### src/hw/rtl/efd_pkg.sv
// Shared types and constants for the escaped frame decoder.
package efd_pkg;

  // Default depth of the queue between front and back
  localparam int unsigned QueueDepthDefault = 2;

  // Checksum target: 0xFF minus the low byte of the payload sum
  localparam logic [7:0] ChecksumBase = 8'hFF;

  // Reset values of the configuration registers
  localparam logic [7:0] StartCodeReset  = 8'h7E;
  localparam logic [7:0] EscapeCodeReset = 8'h7D;
  localparam logic [7:0] EscapeXorReset  = 8'h20;

  // Configuration register indexes
  typedef enum logic [1:0] {
    CfgStartCode  = 2'd0,
    CfgEscapeCode = 2'd1,
    CfgEscapeXor  = 2'd2
  } cfg_index_e;

  // Frame parser phases; codes 5 to 7 act as waiting
  typedef enum logic [2:0] {
    PhWait    = 3'd0,
    PhLenHi   = 3'd1,
    PhLenLo   = 3'd2,
    PhPayload = 3'd3,
    PhCheck   = 3'd4
  } phase_e;

  // Live configuration seen by the front
  typedef struct packed {
    logic [7:0] start_code;
    logic [7:0] escape_code;
    logic [7:0] escape_xor;
  } cfg_t;

  // Classified byte passed from front to back
  typedef struct packed {
    logic       is_check;  // 1: checksum byte, 0: payload byte
    logic [7:0] data;      // unescaped byte
  } q_item_t;

endpackage

### src/hw/rtl/efd_front.sv
// Front end: frame parsing, unescaping and byte classification.
module efd_front (
  input  logic             clk_i,
  input  logic             rst_ni,
  input  efd_pkg::cfg_t    cfg_i,
  input  logic             in_valid_i,
  output logic             in_ready_o,
  input  logic [7:0]       in_byte_i,
  output logic             push_o,
  output efd_pkg::q_item_t push_item_o,
  input  logic             q_full_i
);
  import efd_pkg::*;

  phase_e      phase_q, phase_d;
  logic        esc_q, esc_d;
  logic [7:0]  len_hi_q, len_hi_d;
  logic [15:0] len_q, len_d;
  logic [15:0] seen_q, seen_d;

  logic        accept;
  logic [7:0]  byte_dec;
  logic [15:0] len_full;
  logic [15:0] seen_inc;
  logic        in_frame;
  logic        is_esc;

  assign in_ready_o = !q_full_i;
  assign accept     = in_valid_i && in_ready_o;
  assign in_frame   = (phase_q == PhLenHi) || (phase_q == PhLenLo) ||
                      (phase_q == PhPayload) || (phase_q == PhCheck);
  assign is_esc     = (in_byte_i == cfg_i.escape_code);
  assign byte_dec   = esc_q ? (in_byte_i ^ cfg_i.escape_xor) : in_byte_i;
  assign len_full   = {len_hi_q, byte_dec};
  assign seen_inc   = seen_q + 16'd1;

  // Next state
  always_comb begin
    phase_d  = phase_q;
    esc_d    = esc_q;
    len_hi_d = len_hi_q;
    len_d    = len_q;
    seen_d   = seen_q;
    if (accept) begin
      if (!in_frame) begin
        esc_d   = 1'b0;
        phase_d = (in_byte_i == cfg_i.start_code) ? PhLenHi : PhWait;
      end else if (is_esc) begin
        esc_d = 1'b1;
      end else begin
        esc_d = 1'b0;
        case (phase_q)
          PhLenHi: begin
            len_hi_d = byte_dec;
            phase_d  = PhLenLo;
          end
          PhLenLo: begin
            len_d   = len_full;
            seen_d  = 16'd0;
            phase_d = (len_full == 16'd0) ? PhCheck : PhPayload;
          end
          PhPayload: begin
            seen_d = seen_inc;
            if (seen_inc == len_q) begin
              phase_d = PhCheck;
            end
          end
          default: begin
            phase_d = PhWait;
          end
        endcase
      end
    end
  end

  // Queue push for payload and checksum bytes
  always_comb begin
    push_o               = 1'b0;
    push_item_o.is_check = 1'b0;
    push_item_o.data     = byte_dec;
    if (accept && in_frame && !is_esc) begin
      case (phase_q)
        PhPayload: begin
          push_o = 1'b1;
        end
        PhCheck: begin
          push_o               = 1'b1;
          push_item_o.is_check = 1'b1;
        end
        default: begin
          push_o = 1'b0;
        end
      endcase
    end
  end

  always_ff @(posedge clk_i or negedge rst_ni) begin
    if (!rst_ni) begin
      phase_q  <= PhWait;
      esc_q    <= 1'b0;
      len_hi_q <= 8'd0;
      len_q    <= 16'd0;
      seen_q   <= 16'd0;
    end else begin
      phase_q  <= phase_d;
      esc_q    <= esc_d;
      len_hi_q <= len_hi_d;
      len_q    <= len_d;
      seen_q   <= seen_d;
    end
  end

`ifndef SYNTHESIS
  // A checksum byte always closes the frame
  assert property (@(posedge clk_i) disable iff (!rst_ni)
    (push_o && push_item_o.is_check) |=> (phase_q == PhWait))
    else $error("front: phase not waiting after checksum byte");
`endif

endmodule

### src/hw/rtl/efd_fifo.sv
// Small queue between the front and back of the decoder.
module efd_fifo #(
  parameter int unsigned Depth = efd_pkg::QueueDepthDefault
) (
  input  logic             clk_i,
  input  logic             rst_ni,
  input  logic             push_i,
  input  efd_pkg::q_item_t push_item_i,
  output logic             full_o,
  input  logic             pop_i,
  output logic             valid_o,
  output efd_pkg::q_item_t pop_item_o
);
  import efd_pkg::*;

  localparam int unsigned PtrW = (Depth > 1) ? $clog2(Depth) : 1;
  localparam int unsigned CntW = $clog2(Depth + 1);

  q_item_t         mem_q [Depth];
  logic [PtrW-1:0] wr_ptr_q, wr_ptr_d;
  logic [PtrW-1:0] rd_ptr_q, rd_ptr_d;
  logic [CntW-1:0] count_q, count_d;

  assign full_o     = (count_q == CntW'(Depth));
  assign valid_o    = (count_q != '0);
  assign pop_item_o = mem_q[rd_ptr_q];

  // Pointer and fill count updates
  always_comb begin
    wr_ptr_d = wr_ptr_q;
    rd_ptr_d = rd_ptr_q;
    count_d  = count_q;
    if (push_i) begin
      wr_ptr_d = (wr_ptr_q == PtrW'(Depth - 1)) ? '0 : wr_ptr_q + PtrW'(1);
    end
    if (pop_i) begin
      rd_ptr_d = (rd_ptr_q == PtrW'(Depth - 1)) ? '0 : rd_ptr_q + PtrW'(1);
    end
    if (push_i && !pop_i) begin
      count_d = count_q + CntW'(1);
    end else if (!push_i && pop_i) begin
      count_d = count_q - CntW'(1);
    end
  end

  always_ff @(posedge clk_i or negedge rst_ni) begin
    if (!rst_ni) begin
      wr_ptr_q <= '0;
      rd_ptr_q <= '0;
      count_q  <= '0;
    end else begin
      wr_ptr_q <= wr_ptr_d;
      rd_ptr_q <= rd_ptr_d;
      count_q  <= count_d;
    end
  end

  // Storage
  always_ff @(posedge clk_i) begin
    if (push_i) begin
      mem_q[wr_ptr_q] <= push_item_i;
    end
  end

`ifndef SYNTHESIS
  // The front never pushes into a full queue
  assert property (@(posedge clk_i) disable iff (!rst_ni) push_i |-> !full_o)
    else $error("fifo: push while full");
  // The back never pops an empty queue
  assert property (@(posedge clk_i) disable iff (!rst_ni) pop_i |-> valid_o)
    else $error("fifo: pop while empty");
`endif

endmodule

### src/hw/rtl/efd_back.sv
// Back end: checksum accumulation and registered result output.
module efd_back (
  input  logic             clk_i,
  input  logic             rst_ni,
  input  logic             q_valid_i,
  input  efd_pkg::q_item_t q_item_i,
  output logic             pop_o,
  output logic             out_valid_o,
  input  logic             out_ready_i,
  output logic [7:0]       out_byte_o,
  output logic             out_last_o,
  output logic             out_good_o
);
  import efd_pkg::*;

  logic       out_valid_q, out_valid_d;
  logic [7:0] out_byte_q, out_byte_d;
  logic       out_last_q, out_last_d;
  logic       out_good_q, out_good_d;
  logic [7:0] sum_q, sum_d;

  // Load the output register when it is empty or being drained
  assign pop_o = q_valid_i && (!out_valid_q || out_ready_i);

  always_comb begin
    out_valid_d = out_valid_q;
    out_byte_d  = out_byte_q;
    out_last_d  = out_last_q;
    out_good_d  = out_good_q;
    sum_d       = sum_q;
    if (out_valid_q && out_ready_i) begin
      out_valid_d = 1'b0;
    end
    if (pop_o) begin
      out_valid_d = 1'b1;
      if (q_item_i.is_check) begin
        out_byte_d = 8'd0;
        out_last_d = 1'b1;
        out_good_d = (q_item_i.data == (ChecksumBase - sum_q));
        sum_d      = 8'd0;
      end else begin
        out_byte_d = q_item_i.data;
        out_last_d = 1'b0;
        out_good_d = 1'b0;
        sum_d      = sum_q + q_item_i.data;
      end
    end
  end

  always_ff @(posedge clk_i or negedge rst_ni) begin
    if (!rst_ni) begin
      out_valid_q <= 1'b0;
      sum_q       <= 8'd0;
    end else begin
      out_valid_q <= out_valid_d;
      sum_q       <= sum_d;
    end
  end

  // Result payload
  always_ff @(posedge clk_i) begin
    out_byte_q <= out_byte_d;
    out_last_q <= out_last_d;
    out_good_q <= out_good_d;
  end

  assign out_valid_o = out_valid_q;
  assign out_byte_o  = out_byte_q;
  assign out_last_o  = out_last_q;
  assign out_good_o  = out_good_q;

`ifndef SYNTHESIS
  // End items carry a zero byte
  assert property (@(posedge clk_i) disable iff (!rst_ni)
    (out_valid_q && out_last_q) |-> (out_byte_q == 8'd0))
    else $error("back: end item with nonzero byte");
  // The good flag only appears on end items
  assert property (@(posedge clk_i) disable iff (!rst_ni)
    (out_valid_q && out_good_q) |-> out_last_q)
    else $error("back: good flag on payload item");
  // The sum restarts after every end item
  assert property (@(posedge clk_i) disable iff (!rst_ni)
    (pop_o && q_item_i.is_check) |=> (sum_q == 8'd0))
    else $error("back: running sum not cleared");
`endif

endmodule

### src/hw/rtl/escaped_frame_decoder.sv
// Top level of the escaped frame decoder: config registers, front, queue, back.
//
//  Channel  | Dir | Handshake            | Payload
//  ---------+-----+----------------------+-------------------------------------
//  s_axis   | in  | tvalid / tready      | tdata[7:0] rx_byte
//  m_axis   | out | tvalid / tready      | tdata[7:0] byte_value, tlast
//           |     |                      | end_of_frame, tuser frame_good
//  cfg      | in  | cfg_valid / cfg_ready| cfg_index (0..2), cfg_data[7:0]
//
// One received byte is taken each cycle while the queue is not full; a result
// is registered in a queue entry, then in the output register.
// Back-pressure on m_axis fills the output register and then the queue of
// QueueDepth entries; s_axis_tready drops only when the queue is full.
// Reset puts the parser in the waiting phase and loads the default codes;
// no clearing pass is needed. cfg writes are always accepted.
module escaped_frame_decoder #(
  parameter int unsigned QueueDepth = efd_pkg::QueueDepthDefault
) (
  input  logic       clk_i,
  input  logic       rst_ni,
  input  logic       s_axis_tvalid_i,
  output logic       s_axis_tready_o,
  input  logic [7:0] s_axis_tdata_i,   // [7:0] rx_byte
  output logic       m_axis_tvalid_o,
  input  logic       m_axis_tready_i,
  output logic [7:0] m_axis_tdata_o,   // [7:0] byte_value
  output logic       m_axis_tlast_o,   // end_of_frame
  output logic       m_axis_tuser_o,   // [0] frame_good
  input  logic       cfg_valid_i,
  output logic       cfg_ready_o,
  input  logic [1:0] cfg_index_i,
  input  logic [7:0] cfg_data_i
);
  import efd_pkg::*;

  cfg_t    cfg_q, cfg_d;
  logic    push;
  q_item_t push_item;
  logic    q_full;
  logic    pop;
  logic    q_valid;
  q_item_t q_item;

  assign cfg_ready_o = 1'b1;

  // Configuration register writes; unknown indexes are ignored
  always_comb begin
    cfg_d = cfg_q;
    if (cfg_valid_i) begin
      case (cfg_index_i)
        CfgStartCode:  cfg_d.start_code  = cfg_data_i;
        CfgEscapeCode: cfg_d.escape_code = cfg_data_i;
        CfgEscapeXor:  cfg_d.escape_xor  = cfg_data_i;
        default:       cfg_d = cfg_q;
      endcase
    end
  end

  always_ff @(posedge clk_i or negedge rst_ni) begin
    if (!rst_ni) begin
      cfg_q.start_code  <= StartCodeReset;
      cfg_q.escape_code <= EscapeCodeReset;
      cfg_q.escape_xor  <= EscapeXorReset;
    end else begin
      cfg_q <= cfg_d;
    end
  end

  efd_front u_front (
    .clk_i       (clk_i),
    .rst_ni      (rst_ni),
    .cfg_i       (cfg_q),
    .in_valid_i  (s_axis_tvalid_i),
    .in_ready_o  (s_axis_tready_o),
    .in_byte_i   (s_axis_tdata_i),
    .push_o      (push),
    .push_item_o (push_item),
    .q_full_i    (q_full)
  );

  efd_fifo #(
    .Depth (QueueDepth)
  ) u_fifo (
    .clk_i       (clk_i),
    .rst_ni      (rst_ni),
    .push_i      (push),
    .push_item_i (push_item),
    .full_o      (q_full),
    .pop_i       (pop),
    .valid_o     (q_valid),
    .pop_item_o  (q_item)
  );

  efd_back u_back (
    .clk_i       (clk_i),
    .rst_ni      (rst_ni),
    .q_valid_i   (q_valid),
    .q_item_i    (q_item),
    .pop_o       (pop),
    .out_valid_o (m_axis_tvalid_o),
    .out_ready_i (m_axis_tready_i),
    .out_byte_o  (m_axis_tdata_o),
    .out_last_o  (m_axis_tlast_o),
    .out_good_o  (m_axis_tuser_o)
  );

endmodule

### config.mk
export PLATFORM = sky130hd
export DESIGN_NAME = escaped_frame_decoder
export DESIGN_NICKNAME = d
export VERILOG_FILES = /design/src/hw/rtl/efd_pkg.sv /design/src/hw/rtl/efd_front.sv /design/src/hw/rtl/efd_fifo.sv /design/src/hw/rtl/efd_back.sv /design/src/hw/rtl/escaped_frame_decoder.sv
export SDC_FILE = /design/constraint.sdc
export NUM_CORES = 1
export LEC_CHECK = 0
export ABC_AREA = 1
export BUFFER_PORTS_ARGS = -buffer_cell sky130_fd_sc_hd__buf_2
export CAP_MARGIN = 20
export CELL_PAD_IN_SITES_DETAIL_PLACEMENT = 2
export CELL_PAD_IN_SITES_GLOBAL_PLACEMENT = 2
export CORE_ASPECT_RATIO = 2
export CORE_MARGIN = 10
export CORE_UTILIZATION = 42
export CTS_BUF_LIST = sky130_fd_sc_hd__clkbuf_4
export DETAILED_ROUTE_END_ITERATION = 8
export PLACE_DENSITY = 0.85
export REMOVE_ABC_BUFFERS = 1
export SETUP_SLACK_MARGIN = 0.3
export SYNTH_ARGS = -nofsm -noshare
export SYNTH_HDL_FRONTEND = slang
export SYNTH_SLANG_ARGS = --single-unit
### constraint.sdc
create_clock -name clk_i -period 6.95 [get_ports clk_i]
set_clock_uncertainty 0.2 [all_clocks]
set_input_delay 1.39 -clock clk_i [delete_from_list [all_inputs] [get_ports clk_i]]
set_output_delay 1.39 -clock clk_i [all_outputs]
set_load 0.005 [all_outputs]
; After elaboration in Yosys (flattened, before gate mapping)
; Memories as Yosys holds them, arrays and structs flattened.
; Index checks and enable logic that the tools add are counted.
[totals]
register_bits = 91
ramBits = 18
inputBits = 23
out_inout_bits = 13
wordCells = 93
n_memories = 1
[mem_list]
columns = name, words, width, rd, rd_clocked_by_memory_dff, wr, line_no
row1 = u_fifo.mem_q, 2, 9, 1, 0, 1, efd_fifo.sv:19  ; q_item_t mem_q [Depth];
[op_classes]
n_addsub = 7
eq_ne = 13
n_mux = 24
n_bitwise = 2
reduce_logical = 30
[op_table]
columns = op, count
row1 = one-hot mux 16 bit (2 select lines), 1
row2 = == test 8 bit, 3
row3 = adder 16 x 1 -> 16 bit (second input constant), 1
row4 = == test 16 bit, 1
row5 = zero test 16 bit, 1
row6 = two-way mux 8 bit, 2
row7 = two-way mux 1 bit, 14
row8 = two-way mux 3 bit, 4
row9 = AND reduction 4 bit, 3
row10 = one-hot mux 3 bit (3 select lines), 1
row11 = adder 8 bit, 1
row12 = nonzero test 2 bit, 4
row13 = subtractor 8 bit (first input constant), 1
row14 = bitwise XOR 8 bit, 1
row15 = logical AND 1 bit, 7
row16 = == test 3 x 2 -> 1 bit (second input constant), 2
row17 = AND reduction 2 bit, 3
row18 = zero test 1 bit, 5
row19 = == test 2 bit (second input constant), 2
row20 = logical OR 1 bit, 4
row21 = two-way mux 2 bit, 2
row22 = == test 3 x 1 -> 1 bit (second input constant), 1
row23 = == test 3 bit (second input constant), 1
row24 = inequality test 3 bit (second input constant), 1
row25 = other kinds (9), 10

; Depth between registers and ports, before layout
; Gate-level depths: netlist of the first run.
[depth]
depth_word = 11
ltp_mapped = 17
depth_no_buf = 16

; Modules after synthesis
; A second synthesis of the first run with hierarchy kept.
[hier_totals]
cells_unflattened = 676
area_unflattened_um2 = 5944.5
[modules_own_cells]
columns = mod, n_inst, cells_each, area_each_um2, seq_area_each_um2
row1 = efd_front, 1, 399, 2925.3, 1101.1
row2 = escaped_frame_decoder, 1, 109, 1074.8, 616.8
row3 = efd_back, 1, 115, 1051.0, 525.5
row4 = efd_fifo, 1, 53, 893.4, 640.6

; Least setup slack after synthesis of the first run
; Ideal clock, no wire load.
[synth_timing]
path_type = input-to-reg
startpoint = input port m_axis_tready_i
endpoint = register u_fifo.count_q[1]
setup_ns = 0.131
arrival_time_ns = 3.051
required_ns = 6.619
path_slack_ns = 3.568
stages = 8
path_buffers = 1
path_cell_list = nor2_1 > a21oi_1 > inv_1 > clkbuf_1 > ha_1 > a21oi_1 > o21ai_0 > xor2_1
[synth_via]
elab_chain_len = 5
elab_cells_between_ends = 7
cone_classes = mux: 1 / reduce/logical: 6
[synth_rtl]
columns = item, line_no
row1 = from (decl), escaped_frame_decoder.sv:25  ; input logic m_axis_tready_i,
row2 = logical OR 1 bit (*), efd_back.sv:23  ; assign pop_o = q_valid_i && (!out_valid_q || out_ready_i);
row3 = logical AND 1 bit (*), efd_back.sv:23
row4 = net pop, escaped_frame_decoder.sv:40  ; logic pop;
row5 = zero test 1 bit, efd_fifo.sv:39  ; if (push_i && !pop_i) begin
row6 = logical AND 1 bit, efd_fifo.sv:39
row7 = two-way mux 2 bit / nonzero test 2 bit (equally long branches), n/a
row8 = to (signal assigned), efd_fifo.sv:54  ; count_q <= count_d;
row9 = to (decl), efd_fifo.sv:22  ; logic [CntW-1:0] count_q, count_d;
; Mark *: on every way through the listed nets, which the timed path passes. The rest lies on a longest branch.
; A chain may end at the register's enable or synchronous reset.

; Final worst setup path of the first run
[layout_timing]
startpoint = input port s_axis_tdata_i[4]
endpoint = register u_fifo.count_q[1]
[layout_via]
elab_chain_len = 7
elab_cells_between_ends = 9
cone_classes = eq/ne: 1 / mux: 2 / reduce/logical: 6
[layout_rtl]
columns = item, line_no
row1 = from (decl), escaped_frame_decoder.sv:23  ; input logic [7:0] s_axis_tdata_i,
row2 = == test 8 bit (*), efd_front.sv:32  ; assign is_esc = (in_byte_i == cfg_i.escape_code);
row3 = zero test 1 bit (*), efd_front.sv:81  ; if (accept && in_frame && !is_esc) begin
row4 = logical AND 1 bit (*), efd_front.sv:81
row5 = two-way mux 1 bit (*), efd_front.sv:81
row6 = net push, escaped_frame_decoder.sv:37  ; logic push;
row7 = zero test 1 bit, efd_fifo.sv:41  ; end else if (!push_i && pop_i) begin
row8 = logical AND 1 bit, efd_fifo.sv:41
row9 = nonzero test 2 bit (no line), n/a
; Marked as above.

==> flow_summary_export.csv, run 1 <==
group,metric,value,unit
layout,drive_above_1_share,12.6,%
drt,vias_per_cell,5.49,
logic_synthesis,yosysUniqueCellTypes,33,
global_routing,track_usage,19.6,%
logic_synthesis,yosysTopAreaCellShare,31.2,%
logic_synthesis,netlist_area,5450,µm²
drt,drt_iter0_drc,139,
hold_path,hp-class,"register to register",
power,power_density,397,nW/µm²
power,p_sw_share,44.0,%
logic_synthesis,synth_edf_count,28,
sta,drv_slew,0,
clock_tree,cts.sinks,109,
clock_tree,cts_tree,"done",
place,place_hpwl,13400,µm
worst_setup_path,rrSetupSlack,3.57,ns
drt,drc,0,
logic_synthesis,synth_compound_area_share,9.52,%
clock_tree,holdBufCountCts,0,
floorplan,core.rowCount,58,
logic_synthesis,synth_fa_ha_area_share,2.66,%
logic_synthesis,synth.area.top_cells,"dfrtp_1 (31%), edfxtp_1 (15%), nand2_1 (11%)",
worst_setup_path,crit_path_start,"s_axis_tdata_i[4]",
clock_tree,cts_max_level,3,
layout,multi_input_area,2210,µm²
logic_synthesis,synth_top_family_by_area,"simple AND/OR/NAND/NOR gates",
clock_tree,post_cts_buffers,0,
global_routing,antenna_found_initial,1,
worst_setup_path,cp-endpoint,"u_fifo.count_q[1]$_DFFE_PN0P_",
drt,routed_wl,17300,µm
clock_tree,cts_buffers,9,
global_routing,grt_pass1_wl,27900,µm
logic_synthesis,synth_common_cells,"nand2_1 (156), inv_1 (80), o21ai_0 (75)",
sta,period_minus_slack,3.57,ns
logic_synthesis,syn_inst,628,
clock_tree,root_buffer,"clkbuf_4",
sta,setup_tns,0,ns
place,port_buffers,34,
floorplan,dieHeight,181,µm
power,comb_power_share,41.1,%
drt,route.vias.total,4487,
drt,drtAntennaViolNets,0,
logic_synthesis,yosysSeqAreaShare,52.9,%
clock_tree,cts_buffer_depth,2,
logic_synthesis,async_flop_share,74.3,%
floorplan,die_w,101,µm
power,p_leak,0.00277,µW
floorplan,core_area,12600,µm²
layout,fillCellCount,1441,
power,p_sw,1040,µW
worst_setup_path,crit_type,"input port to register",
logic_synthesis,muxShareOfSynthArea,0.184,%
layout,area_growth,8.63,%
clock_tree,post_cts_resized,0,
worst_setup_path,r2r-start,"u_fifo.rd_ptr_q$_DFFE_PN0P_",
worst_setup_path,cp_max_fo,7,
worst_setup_path,reg2reg_depth,16,
worst_setup_path,worstReg2RegEnd,"u_back.sum_q[7]$_DFFE_PN0P_",
power,power.share.clock,13.4,%
power,peakVddDrop,0.188,mV
place,pre_cts_ws,2.36,ns
worst_setup_path,endpoint_kind,"register",
status,outcome,"complete, no violations",
drt,dr.pass1.iters,4,
sta,worst_pin_slew,0.892,ns
drt,wire_per_inst,21.2,µm
sta,relSlewSlack,40.3,%
sta,setup-violations-final,0,
worst_setup_path,crit_required,7.14,ns
clock_tree,clk_pin_slew,0.19,ns
sta,fmax,0.280,GHz
worst_setup_path,critPathArrivalTime,3.75,ns
logic_synthesis,synth_top_area_cell,"dfrtp_1",
global_routing,grt_pass1_vias,5264,
floorplan,dieArea,18200,µm²
logic_synthesis,avgSynthCellArea,8.68,µm²
worst_setup_path,startpoint_type,"input port",
logic_synthesis,synth_xor_area_share,6.45,%
power,p_seq_share,45.4,%
power,p_int,1320,µW
logic_synthesis,synth_flop_cell,"dfrtp_1",
logic_synthesis,yosys_warnings,0,
sta,worst_slack,3.38,ns
layout,final_cells,818,
logic_synthesis,synth-simple-area-share,21.6,%
sta,finalHoldViolations,0,
layout,seq_area,2880,µm²
place,gp_congestion,0.802,
layout,nets,696,
sta,post-route-period-util,51.3,%
logic_synthesis,yosysMostFrequentCell,"nand2_1",
run,cap_viol_max_count,0,
place,place_inst,799,
logic_synthesis,synth-seq-cells,109,
global_routing,grt_max_degree,82,
clock_tree,clk_latency,0.48,ns
floorplan,ioPinCount,36,
sta,rsz0062_at_grt,"no",
global_routing,grt_overflow,0,
floorplan,initial_core_util,43.2,%
-- metrics by stage --
stage	util, %	cell area (µm²)	total power, µW	hold slack (ns)
finish	46.9	5920	2350	0.304
global placement	45.6	5760	1930	0.260
floorplan	-	5390	1650	0.242
CTS	46.6	5890	2380	0.311
global route	46.9	5920	2540	0.338
detailed placement	45.6	5760	2040	0.267
-- registers in the layout, summed over array words and instances, names as in the netlist --
signal	count
u_fifo.count_q	2
u_back.out_valid_o	1
u_front.phase_q	3
u_back.out_byte_o	8
u_back.out_last_o	1
u_back.out_good_o	1
u_fifo.rd_ptr_q	1
u_fifo.mem_q	18
cfg_q	24
u_fifo.wr_ptr_q	1
u_front.len_q	16
u_front.len_hi_q	8
u_front.esc_q	1
u_back.sum_q	8
u_front.seen_q	16
-- layout by cell type (no fill, tap or decap), types with 2 or more instances in the layout --
cell / n
xor2_1: 27
nand2_2: 4
dfstp_2: 13
ha_1: 10
nand3b_1: 4
edfxtp_1: 28
o21ai_0: 75
o22ai_1: 10
inv_1: 80
xnor3_1: 2
or2_2: 11
buf_4: 3
a21oi_1: 9
dfrtp_1: 68
nor3_1: 4
nand2_1: 156
clkbuf_4: 9
xnor2_1: 8
nor2_2: 2
inv_2: 2
nor2_1: 49
buf_2: 33
a22o_1: 2
nor4_1: 3
nand3_1: 33
inv_6: 4
nand4_1: 8
-- worst min path at each step --
| stage | start | to | slack (ns) | cells after the start |
|---|---|---|---|---|
| floorplan | u_front.phase_q[0]$_DFFE_PN0P_ | u_front.phase_q[0]$_DFFE_PN0P_ | 0.24 | 2 |
| global placement | u_front.phase_q[0]$_DFFE_PN0P_ | u_front.phase_q[0]$_DFFE_PN0P_ | 0.26 | 2 |
| detailed placement | u_fifo.count_q[0]$_DFFE_PN0P_ | u_fifo.count_q[0]$_DFFE_PN0P_ | 0.27 | 1 |
| CTS | u_fifo.count_q[0]$_DFFE_PN0P_ | u_fifo.count_q[0]$_DFFE_PN0P_ | 0.31 | 1 |
| global route | u_fifo.count_q[0]$_DFFE_PN0P_ | u_fifo.count_q[0]$_DFFE_PN0P_ | 0.34 | 1 |
| finish | u_fifo.count_q[0]$_DFFE_PN0P_ | u_fifo.count_q[0]$_DFFE_PN0P_ | 0.30 | 1 |
-- cell families (layout without fill, tap and decap cells) --
kind of cell | after synthesis | count (layout)
xor+xnor | 37 | 37
buf+inv | 94 | 133
fa+ha+maj | 11 | 11
other cells | 1 | 2
flops | 109 | 109
compound gates | 99 | 99
mux | 1 | 1
simple gates | 276 | 276
-- critical path: stages --
cell     delay [ns]
buf_2          0.13
xor2_1         0.17
nor4_1         0.43
nand2_1        0.17
nand2_2        0.16
nor2_1         0.15
nor2_1         0.32
inv_1          0.10
ha_1           0.34
a21oi_1        0.11
o21ai_0        0.11
xor2_1         0.15
-- cell type report --
type	instances	share of cell area [%]
Timing Repair Buffer	37	3.63
Clock buffer	9	1.14
Tap cell	150	3.17
Clock inverter	7	0.993
Antenna cell	1	0.0422
Sequential cell	109	48.7
Multi-Input combinational cell	425	37.3
Inverter	80	5.07
-- per-layer routing --
metal	track usage [%]	wire length, µm	vias up
met5	0	0	-
met4	9.15	795	0
met3	2.87	360	38
met2	38.5	10300	84
met1	18.4	5890	2274
li1	-	-	2091
-- power groups by stage --
stage	Combinational (µW)	Clock (µW)	Sequential, µW
CTS	986	327	1070
detailed placement	964	0	1080
finish	967	316	1070
floorplan	634	0	1010
global placement	868	0	1060
global route	1100	350	1090
No activity file was read; power rests on OpenSTA's default activity.
==> run 2, diff against run 1 <==
CORE_UTILIZATION = 35   (was 42)
PLACE_DENSITY = 0.75   (was 0.85)
clock period = 2.9 ns   (was 6.95 ns; I/O delays follow)
==> run 2 against run 1 <==
Setup slack got worse by 3.0 ns. Final cell count up 9.0%. Global-route usage decreased by 3.0 points. Power grew to 2.6 times the previous value. Via count up 0.22%. Combinational power grew to 2.8 times the previous value. Clock power rose to 2.8 times the previous value.
==> flow_summary_export.csv, run 2 (synthesis results as in run 1) <==
group,metric,value,unit
sta,relSlewSlack,57.5,%
floorplan,ioPinCount,36,
floorplan,core_area,15300,µm²
power,p_int,3430,µW
sta,finalHoldViolations,0,
worst_setup_path,crit_type,"register to register",
layout,nets,722,
clock_tree,clk_latency,0.53,ns
drt,route.vias.total,4497,
drt,dr.pass1.iters,4,
floorplan,dieHeight,197,µm
sta,post-route-period-util,86.2,%
clock_tree,clk_pin_slew,0.21,ns
clock_tree,cts.sinks,109,
floorplan,initial_core_util,35.7,%
worst_setup_path,startpoint_type,"register",
power,p_seq_share,41.4,%
place,port_buffers,34,
layout,fin_util,41.7,%
power,power_density,951,nW/µm²
layout,final_common_cell,"nand2_1",
drt,drt_iter0_drc,144,
worst_setup_path,endpoint_kind,"register",
layout,multi_input_area,2360,µm²
global_routing,grt_pass1_vias,5188,
sta,fmax,0.400,GHz
floorplan,die_w,108,µm
place,place_hpwl,13300,µm
layout,drive_above_1_share,21.1,%
worst_setup_path,critPathArrivalTime,2.78,ns
drt,vias_per_cell,5.04,
power,p_sw_share,43.5,%
power,power.share.clock,14.4,%
global_routing,track_usage,16.6,%
sta,drv_slew,0,
global_routing,grt_pass1_wl,27500,µm
drt,drc,0,
clock_tree,cts_tree,"done",
drt,routed_wl,17100,µm
sta,worst_pin_slew,0.635,ns
sta,rsz0062_at_grt,"yes",
power,comb_power_share,44.2,%
layout,reg_top3,"cfg_q: 24 flops, u_fifo.mem_q: 18 flops",
layout,area_growth,17.1,%
drt,drtAntennaViolNets,0,
clock_tree,cts_max_level,3,
clock_tree,root_buffer,"clkbuf_4",
sta,period_minus_slack,2.50,ns
floorplan,dieArea,21300,µm²
hold_path,hp-class,"input port to register",
layout,layout_common_cells,"nand2_1 (149), inv_1 (76), dfrtp_1 (67)",
drt,wire_per_inst,19.1,µm
worst_setup_path,cp_max_fo,10,
global_routing,grt_overflow,0,
floorplan,core.rowCount,64,
sta,setup-violations-final,0,
global_routing,grt_max_degree,59,
power,p_leak,0.00291,µW
layout,largest_reg_flops,24,
layout,seq_area,2890,µm²
power,p_sw,2650,µW
clock_tree,cts_buffers,9,
place,gp_congestion,0.830,
run,cap_viol_max_count,0,
global_routing,antenna_found_initial,1,
layout,fillCellCount,1712,
status,outcome,"complete, no violations",
sta,whs,0.0568,ns
clock_tree,cts_buffer_depth,2,
power,peakVddDrop,0.460,mV
worst_setup_path,crit_required,3.18,ns
layout,largest_register,"cfg_q",
-- run 2: final timing paths --
check,to,depth (start not counted),startpoint,slack [ns]
worst min-delay path,u_back.out_valid_o$_DFFE_PN0P_,2,m_axis_tready_i,0.06
worst max-delay path,u_back.sum_q[7]$_DFFE_PN0P_,15,u_fifo.rd_ptr_q$_DFFE_PN0P_,0.40
worst max register to register,u_back.sum_q[7]$_DFFE_PN0P_,15,u_fifo.rd_ptr_q$_DFFE_PN0P_,0.40
worst min register to register,u_front.phase_q[0]$_DFFE_PN0P_,2,u_front.phase_q[0]$_DFFE_PN0P_,0.30
min in group asynchronous,u_back.sum_q[4]$_DFFE_PN0P_,2,rst_ni,0.29
max in group asynchronous,cfg_q[22]$_DFFE_PN1P_,3,rst_ni,1.51
-- run 2: worst max-delay path: stages (launching register included) --
cell	delay, ns
dfrtp_1	0.44
buf_4	0.19
o21ai_2	0.18
inv_1	0.10
ha_2	0.21
a21oi_4	0.15
nand2_2	0.08
nand2_2	0.06
nand2_1	0.07
a21oi_2	0.15
nor2_1	0.07
o21ai_1	0.15
nand2_1	0.12
nand2_2	0.09
nand2_2	0.05
o21ai_2	0.12
-- run 2: layout make-up --
class,instances,share of cell area (%)
Timing Repair Buffer,63,6.55
Clock inverter,7,1.55
Clock buffer,9,1.06
Sequential cell,109,45.2
Multi-Input combinational cell,425,37.0
Inverter,80,4.70
Antenna cell,1,0.0392
Tap cell,198,3.88
-- run 2: power groups by stage --
stage / Combinational, µW / Sequential, µW / Clock [µW]
after floorplan: 1520 / 2430 / 0
after global placement: 2250 / 2520 / 0
after detailed placement: 2430 / 2550 / 0
after CTS: 2530 / 2530 / 908
after global routing: 3030 / 2590 / 965
final: 2680 / 2520 / 873
-- run 2: stage by stage --
stage	setup WS [ns]	cells	TNS [ns]	power [µW]	area, µm²
after floorplan	0.286	614	0	3950	5390
after global placement	0.117	866	0	4770	5990
after detailed placement	-0.136	866	-1.64	4990	5990
after CTS	0.308	886	0	5960	6240
after global routing	0.187	892	0	6590	6380
final	0.401	892	0	6070	6380
-- run 2: repair_timing --
action / CTS / global route
cloned: 0 / 0
buffers inserted: 3 / 5
pin swaps: 7 / 11
endpoints found under the hold margin: 23 / 0
setup endpoints to repair: 22 / 11
resized for setup: 18 / 36
hold buffers: 1 / 0
-- run 2: per-layer routing --
metal | share of wire, % | track usage [%] | vias to the layer above
li1 | - | - | 2141
met1 | 35 | 15.3 | 2279
met2 | 60 | 33.2 | 49
met3 | 1.8 | 2.58 | 28
met4 | 3.5 | 7.81 | 0
met5 | 0 | 0 | -
